===== src/hdl/lba_pkg.sv =====
package lba_pkg;

  localparam int CMD_W      = 1;
  localparam int LIFETIME_W = 32;
  localparam int ELAPSED_W  = 31;
  localparam int BINDEX_W   = 17;
  localparam int FELEM_W    = 25;
  localparam int RCOUNT_W   = 7;

  localparam int MAXB_W     = 7;
  localparam int BBASE_W    = 16;
  localparam int EBASE_W    = 24;
  localparam int BLEN_W     = 16;
  localparam int CFG_DATA_W = 24;
  localparam int CFG_IDX_W  = 2;

  localparam logic [CMD_W-1:0] CMD_SPAWN = 1'b0;
  localparam logic [CMD_W-1:0] CMD_TICK  = 1'b1;

  localparam logic [CFG_IDX_W-1:0] REG_MAX_BLOCKS   = 2'd0;
  localparam logic [CFG_IDX_W-1:0] REG_BLOCK_BASE   = 2'd1;
  localparam logic [CFG_IDX_W-1:0] REG_ELEMENT_BASE = 2'd2;
  localparam logic [CFG_IDX_W-1:0] REG_BLOCK_LENGTH = 2'd3;

  localparam logic [MAXB_W-1:0]  MAX_BLOCKS_RST   = 7'd64;
  localparam logic [BLEN_W-1:0]  BLOCK_LENGTH_RST = 16'd64;

endpackage


===== src/hdl/lifetime_block_allocator.sv =====
// channel | beat                                        | flow control
// --------+---------------------------------------------+------------------------
// in      | command, lifetime, elapsed                  | in_valid / in_stall
// out     | granted, block_index, first_element,        | out_valid / out_stall
//         | released_count, empty_res                   |
// cfg     | cfg_write, cfg_index, cfg_data              | none, write-only
//
// One command at a time. Refused spawn: S_FINISH; fresh block: S_GRANT, S_FINISH;
// reused block: S_POP (free stack read), S_GRANT, S_FINISH. Tick: S_TICK walks the
// blocks ever used, one lifetime memory read-modify-write per cycle; none in use: S_FINISH.
// Reset clears counters and control; both memories start undefined, no clearing pass.
// A finished beat waits in the output register under out_stall; the next command is
// still taken, and its result waits until the register empties.
module lifetime_block_allocator #(
  parameter int MAX_BLOCKS = 64,
  parameter int LIFE_WIDTH = 32
) (
  input  logic                             clk,
  input  logic                             rst,
  input  logic                             in_valid,
  output logic                             in_stall,
  input  logic [lba_pkg::CMD_W-1:0]        command,
  input  logic signed [lba_pkg::LIFETIME_W-1:0] lifetime,
  input  logic [lba_pkg::ELAPSED_W-1:0]    elapsed,
  output logic                             out_valid,
  input  logic                             out_stall,
  output logic                             granted,
  output logic [lba_pkg::BINDEX_W-1:0]     block_index,
  output logic [lba_pkg::FELEM_W-1:0]      first_element,
  output logic [lba_pkg::RCOUNT_W-1:0]     released_count,
  output logic                             empty_res,
  input  logic                             cfg_write,
  input  logic [lba_pkg::CFG_IDX_W-1:0]    cfg_index,
  input  logic [lba_pkg::CFG_DATA_W-1:0]   cfg_data
);

  import lba_pkg::*;

  localparam int IDX_W = (MAX_BLOCKS > 1) ? $clog2(MAX_BLOCKS) : 1;
  localparam int CNT_W = $clog2(MAX_BLOCKS + 1);
  localparam int CW    = (CNT_W > MAXB_W) ? CNT_W : MAXB_W;
  localparam int SW    = ((LIFE_WIDTH > ELAPSED_W) ? LIFE_WIDTH : ELAPSED_W) + 2;
  localparam int PW    = IDX_W + BLEN_W;
  localparam int SUMW  = ((PW > EBASE_W) ? PW : EBASE_W) + 1;

  localparam logic signed [SW-1:0] LIFE_MAX =
    $signed({{(SW-LIFE_WIDTH+1){1'b0}}, {(LIFE_WIDTH-1){1'b1}}});
  localparam logic signed [SW-1:0] LIFE_MIN = ~LIFE_MAX;
  localparam logic [CNT_W-1:0] CNT_MAX = CNT_W'(MAX_BLOCKS);

  typedef enum logic [2:0] {
    S_IDLE,
    S_POP,
    S_GRANT,
    S_TICK,
    S_FINISH
  } state_t;

  state_t state;

  logic [MAXB_W-1:0]  max_blocks;
  logic [BBASE_W-1:0] block_base;
  logic [EBASE_W-1:0] element_base;
  logic [BLEN_W-1:0]  block_length;

  logic [CNT_W-1:0]      free_count;
  logic [CNT_W-1:0]      high_water;
  logic [CNT_W-1:0]      released;
  logic [IDX_W-1:0]      walk_idx;
  logic [IDX_W-1:0]      local_blk;
  logic [LIFE_WIDTH-1:0] life_sat;
  logic [ELAPSED_W-1:0]  elapsed_r;
  logic [PW-1:0]         prod;
  logic                  ok;

  logic                  accept;
  logic                  fresh_ok;
  logic                  out_free;
  logic [CNT_W-1:0]      walk_next;
  logic signed [SW-1:0]  spawn_ext;
  logic signed [SW-1:0]  spawn_sat;
  logic signed [SW-1:0]  life_ext;
  logic signed [SW-1:0]  elapsed_ext;
  logic signed [SW-1:0]  dec;
  logic signed [SW-1:0]  dec_sat;
  logic                  expire;
  logic                  push;

  logic                  life_we;
  logic [IDX_W-1:0]      life_waddr;
  logic [LIFE_WIDTH-1:0] life_wdata;
  logic [IDX_W-1:0]      life_raddr;
  logic [LIFE_WIDTH-1:0] life_rdata;
  logic [IDX_W-1:0]      stack_waddr;
  logic [IDX_W-1:0]      stack_raddr;
  logic [IDX_W-1:0]      stack_rdata;

  assign in_stall = (state != S_IDLE);
  assign accept   = in_valid && !in_stall;
  assign out_free = !out_valid || !out_stall;
  assign fresh_ok = (CW'(high_water) < CW'(max_blocks)) && (high_water < CNT_MAX);
  assign walk_next = CNT_W'(walk_idx) + CNT_W'(1);

  always_comb begin
    spawn_ext = SW'(lifetime);
    if (spawn_ext > LIFE_MAX) begin
      spawn_sat = LIFE_MAX;
    end else if (spawn_ext < LIFE_MIN) begin
      spawn_sat = LIFE_MIN;
    end else begin
      spawn_sat = spawn_ext;
    end
  end

  always_comb begin
    life_ext    = SW'($signed(life_rdata));
    elapsed_ext = $signed(SW'(elapsed_r));
    dec         = life_ext - elapsed_ext;
    dec_sat     = (dec < LIFE_MIN) ? LIFE_MIN : dec;
    expire      = dec_sat[SW-1];
  end

  assign push = (state == S_TICK) && !life_ext[SW-1] && expire && (free_count < CNT_MAX);

  always_comb begin
    life_we    = 1'b0;
    life_waddr = walk_idx;
    life_wdata = dec_sat[LIFE_WIDTH-1:0];
    if (state == S_GRANT) begin
      life_we    = 1'b1;
      life_waddr = local_blk;
      life_wdata = life_sat;
    end else if (state == S_TICK) begin
      life_we = !life_ext[SW-1];
    end
  end

  assign life_raddr  = (state == S_TICK) ? walk_next[IDX_W-1:0] : '0;
  assign stack_waddr = free_count[IDX_W-1:0];
  assign stack_raddr = IDX_W'(free_count - CNT_W'(1));

  lba_ram #(
    .WIDTH (LIFE_WIDTH),
    .DEPTH (MAX_BLOCKS)
  ) u_life_ram (
    .clk     (clk),
    .wr_en   (life_we),
    .wr_addr (life_waddr),
    .wr_data (life_wdata),
    .rd_addr (life_raddr),
    .rd_data (life_rdata)
  );

  lba_ram #(
    .WIDTH (IDX_W),
    .DEPTH (MAX_BLOCKS)
  ) u_stack_ram (
    .clk     (clk),
    .wr_en   (push),
    .wr_addr (stack_waddr),
    .wr_data (walk_idx),
    .rd_addr (stack_raddr),
    .rd_data (stack_rdata)
  );

  always_ff @(posedge clk) begin
    if (rst) begin
      max_blocks   <= MAX_BLOCKS_RST;
      block_base   <= '0;
      element_base <= '0;
      block_length <= BLOCK_LENGTH_RST;
    end else if (cfg_write) begin
      case (cfg_index)
        REG_MAX_BLOCKS:   max_blocks   <= cfg_data[MAXB_W-1:0];
        REG_BLOCK_BASE:   block_base   <= cfg_data[BBASE_W-1:0];
        REG_ELEMENT_BASE: element_base <= cfg_data[EBASE_W-1:0];
        REG_BLOCK_LENGTH: block_length <= cfg_data[BLEN_W-1:0];
        default: ;
      endcase
    end
  end

  always_ff @(posedge clk) begin
    if (rst) begin
      state      <= S_IDLE;
      free_count <= '0;
      high_water <= '0;
      out_valid  <= 1'b0;
    end else begin
      if (out_valid && !out_stall && state != S_FINISH) begin
        out_valid <= 1'b0;
      end
      case (state)
        S_IDLE: begin
          if (accept) begin
            ok       <= 1'b0;
            released <= '0;
            if (command == CMD_TICK) begin
              elapsed_r <= elapsed;
              walk_idx  <= '0;
              // read of entry 0 issued this cycle
              state     <= (free_count == high_water) ? S_FINISH : S_TICK;
            end else begin
              life_sat <= spawn_sat[LIFE_WIDTH-1:0];
              if (free_count != '0) begin
                free_count <= free_count - CNT_W'(1);
                state      <= S_POP;
              end else if (fresh_ok) begin
                local_blk  <= high_water[IDX_W-1:0];
                high_water <= high_water + CNT_W'(1);
                state      <= S_GRANT;
              end else begin
                state <= S_FINISH;
              end
            end
          end
        end
        S_POP: begin
          local_blk <= stack_rdata;
          state     <= S_GRANT;
        end
        S_GRANT: begin
          ok    <= 1'b1;
          prod  <= PW'(local_blk) * PW'(block_length);
          state <= S_FINISH;
        end
        S_TICK: begin
          if (push) begin
            free_count <= free_count + CNT_W'(1);
            released   <= released + CNT_W'(1);
          end
          walk_idx <= walk_next[IDX_W-1:0];
          if (walk_next == high_water) begin
            state <= S_FINISH;
          end
        end
        S_FINISH: begin
          if (out_free) begin
            out_valid      <= 1'b1;
            granted        <= ok;
            block_index    <= ok ? BINDEX_W'(BINDEX_W'(block_base) + BINDEX_W'(local_blk))
                                 : '0;
            first_element  <= ok ? FELEM_W'(SUMW'(element_base) + SUMW'(prod)) : '0;
            released_count <= RCOUNT_W'(released);
            empty_res      <= (free_count == high_water);
            state          <= S_IDLE;
          end
        end
        default: state <= S_IDLE;
      endcase
    end
  end

endmodule


===== src/hdl/lba_ram.sv =====
module lba_ram #(
  parameter int WIDTH = 32,
  parameter int DEPTH = 64,
  localparam int AW = (DEPTH > 1) ? $clog2(DEPTH) : 1
) (
  input  logic             clk,
  input  logic             wr_en,
  input  logic [AW-1:0]    wr_addr,
  input  logic [WIDTH-1:0] wr_data,
  input  logic [AW-1:0]    rd_addr,
  output logic [WIDTH-1:0] rd_data
);

  logic [WIDTH-1:0] mem [DEPTH];

  always_ff @(posedge clk) begin
    if (wr_en) begin
      mem[wr_addr] <= wr_data;
    end
    rd_data <= mem[rd_addr];
  end

endmodule

===== config.mk =====
export PLATFORM = sky130hd
export DESIGN_NAME = lifetime_block_allocator
export DESIGN_NICKNAME = d
export VERILOG_FILES = /design/src/hdl/lba_pkg.sv /design/src/hdl/lifetime_block_allocator.sv /design/src/hdl/lba_ram.sv
export SDC_FILE = /design/constraint.sdc
export NUM_CORES = 2
export LEC_CHECK = 0
export BUFFER_PORTS_ARGS = -buffer_cell sky130_fd_sc_hd__buf_2
export CORE_MARGIN = 10
export CORE_UTILIZATION = 57
export CTS_BUF_LIST = sky130_fd_sc_hd__clkbuf_8
export CTS_CLUSTER_SIZE = 10
export DETAILED_ROUTE_END_ITERATION = 10
export PLACE_DENSITY = 0.7
export RECOVER_POWER = 50
export SLEW_MARGIN = 20
export SYNTH_ARGS = -nofsm -noshare
export SYNTH_HDL_FRONTEND = slang
export SYNTH_SLANG_ARGS = --single-unit
export TNS_END_PERCENT = 1

===== constraint.sdc =====
create_clock -name clk -period 8 [get_ports clk]
set_input_delay 1.6 -clock clk [delete_from_list [all_inputs] [get_ports clk]]
set_output_delay 1.6 -clock clk [all_outputs]
set_load 0.1 [all_outputs]

==> results.yml <==
outcome:
  status: "finished with violations"
  violations: "max-capacitance violations, max-slew violations"
layout:
  syn_to_final_growth_pct: 9.98
  layout_common_cells: "edfxtp_1 (2588), nand2_1 (1181), nand3_1 (512), o221ai_1 (496), a21oi_1 (462)"
  nNetsFinal: 8068
  final_common_cell: "edfxtp_1"
  fillers: 13800
  drive_gt1_frac: 0.125
clocking:
  clk_latency_ns: 1.14
  clk_pin_slew_worst_paths_ns: 0.06
  htree_levels: 5
  cts_max_path_buffers: 4
  postCtsHoldBufs: 0
  cts_buffers: 431
  cts_setup_buffers: 0
  cts_tree: "done"
  cts_resized: 0
  clockRootBuffer: "clkbuf_8"
  clock_sinks: 2707
global_routing:
  grt_max_degree: 181
  grtUsageTotal: 0.281
  grt_overflow: 0
  grt_first_pass_wirelength_mm: 446
  antenna_found_initial: 20
  grt_pass1_vias: 68100
setup_path:
  cp_max_fo: 48
  crit_start: "state[2]$_SDFFE_PP0P_"
  crit_chain: "nor2_1 > nand2_1 > inv_1 > clkbuf_1 > a22o_1 > nand2_1 > nor2_1 > buf_4"
  slowest_stage: "clkbuf_1"
  max_stage_delay_ns: 2.12
  crit_end: "u_life_ram.mem[19][22]$_DFFE_PP_"
  r2r_end: "u_life_ram.mem[19][22]$_DFFE_PP_"
  cp.arrival_ns: 7.54
  path_depth: 8
  worstRegToRegCells: 8
  ff2ff_setup_slack_ns: 1.17
  worstPathRequired_ns: 8.71
  worst_setup_path_start_kind: "register"
  critPathKind: "reg2reg"
  path_buf_inv: 3
  worstReg2RegStart: "state[2]$_SDFFE_PP0P_"
  critPathCaptureType: "register"
  critPathTopFamily: "buffers and inverters"
floorplan:
  initial_core_util: 0.573
  fp.dieArea_mm2: 0.212
  core_area_mm2: 0.193
  die-height_um: 460
  fp.dieW_um: 460
  io-pin-count: 148
  num_rows: 161
detailed_routing:
  vias: 70000
  drc: 0
  drt_iter0_drc: 10800
  viasPerCell: 6.57
  drt-total-wl_mm: 304
  first_pass_iters: 6
  drtAntennaViolNets: 0
  wire_per_inst_um: 28.5
logic_synthesis:
  syn_nets: 7873
  yosys.cell_types.count: 84
  syn_area_per_cell_um2: 14.5
  ys_seq_area_frac: 0.726
  synth_ff_type: "edfxtp_1"
  synth_warnings: 0
  netlist.area_leader.share: 0.704
  yosys-top-cells-area: "edfxtp_1 (70%), nand2_1 (4.0%), o221ai_1 (3.9%)"
  synth_cells: 7618
  ys_ff_latch: 2707
  synth_edf_count: 2588
  async_reset_ff_frac: 0
  synth_top_area_cell: "edfxtp_1"
  synth_area_mm2: 0.110
timing:
  clock_skew_ns: 0.151
  tns_ns: 0
  rsz0062_at_grt: "false"
  max_freq_mhz: 146
  finalCritPeriodShare: 0.853
  whs_ns: 0.459
  tightest_slew_ns: 3.06
  min_period_ns: 6.83
  drv_slew: 967
  finalHoldViolCount: 0
  slew_headroom: -1.04
  setup_ws_ns: 1.17
  setup_viol_count_final: 0
power:
  power_per_cell_area_mw_per_mm2: 295
  leakage_nw: 39.9
  ir_worst_vdd_mv: 0.350
hold_path:
  hp-class: "reg2reg"
place:
  numPortBuffers: 147
  place_ws_ns: 2.15
  dp_hpwl_mm: 163
  place.gp.congestion: 0.934
run:
  drv_cap: 25
-- state kept, by name (all words and copies together) (netlist names), 22 cells and up --
signal              count
u_life_ram.mem       2048
u_stack_ram.mem       384
life_sat               32
u_life_ram.rd_data     32
elapsed_r              31
first_element          25
element_base           24
prod                   22
-- how the worst min path moves through the flow --
stage | from | to | slack (ns) | cells after the start
global route | block_base[4]$_SDFFE_PP0P_ | block_base[4]$_SDFFE_PP0P_ | 0.49 | 2
finish | element_base[12]$_SDFFE_PP0P_ | element_base[12]$_SDFFE_PP0P_ | 0.46 | 2
detailed placement | element_base[2]$_SDFFE_PP0P_ | element_base[2]$_SDFFE_PP0P_ | 0.45 | 2
global placement | element_base[13]$_SDFFE_PP0P_ | element_base[13]$_SDFFE_PP0P_ | 0.45 | 2
CTS | element_base[10]$_SDFFE_PP0P_ | element_base[10]$_SDFFE_PP0P_ | 0.46 | 2
floorplan | block_base[0]$_SDFFE_PP0P_ | block_base[0]$_SDFFE_PP0P_ | 0.44 | 2
-- routing by layer --
layer,vias up,global-route usage,wire (um)
li1,29900,-,-
met1,34700,0.398,117000
met2,4629,0.411,133000
met3,735,0.0758,40000
met4,10,0.126,13600
met5,-,0,76
-- final cells by class --
class,count,area (um2),area share
Sequential cell,2707,80100,0.660
Multi-Input combinational cell,4201,27800,0.229
Clock buffer,457,6290,0.0518
Tap cell,2526,3160,0.0260
Timing Repair Buffer,319,2000,0.0164
Clock inverter,285,1410,0.0116
Inverter,153,607,0.00500
Antenna cell,5,12.5,0.000103
-- synth_stat cells (all sizes together) (120+ instances only) --
| master | number |
|---|---|
| inv | 152 |
| nor2 | 250 |
| a31oi | 142 |
| clkbuf | 329 |
| nand2 | 1181 |
| mux4 | 134 |
| edfxtp | 2588 |
| buf | 228 |
| nand3 | 512 |
| o21ai | 120 |
| a21oi | 464 |
| o221ai | 496 |
-- power breakdown --
group	switching [mW]	total (mW)	internal, mW
registers	0.229	18.4	18.2
logic	5.15	6.58	1.42
clock network	5.22	10.7	5.51
total	10.6	35.8	25.2
-- per-stage QoR --
step	std cells	util	area, um2	total power [mW]
4_1_cts	10600	0.632	122000	35.8
6_report	10700	0.630	121000	35.8
3_5_place_dp	9906	0.592	114000	25.2
5_1_grt	10700	0.630	121000	36.9
3_3_place_gp	9905	0.592	114000	25.0
2_1_floorplan	7618	-	110000	22.4
-- cell families after synthesis --
logic type | after synthesis | synth area share
fa+ha+maj | 160 | 0.0222
compound gates | 1577 | 0.100
buf+inv | 710 | 0.0270
xor+xnor | 95 | 0.00754
mux | 157 | 0.0295
simple gates | 2212 | 0.0877
flops | 2707 | 0.726
-- worst min-delay path, stage by stage, from the launching register on --
cell     delay (ns)
dfxtp_1        0.31
nand2_1        0.05
a21oi_1        0.05
(Power assumes the default switching activity.)
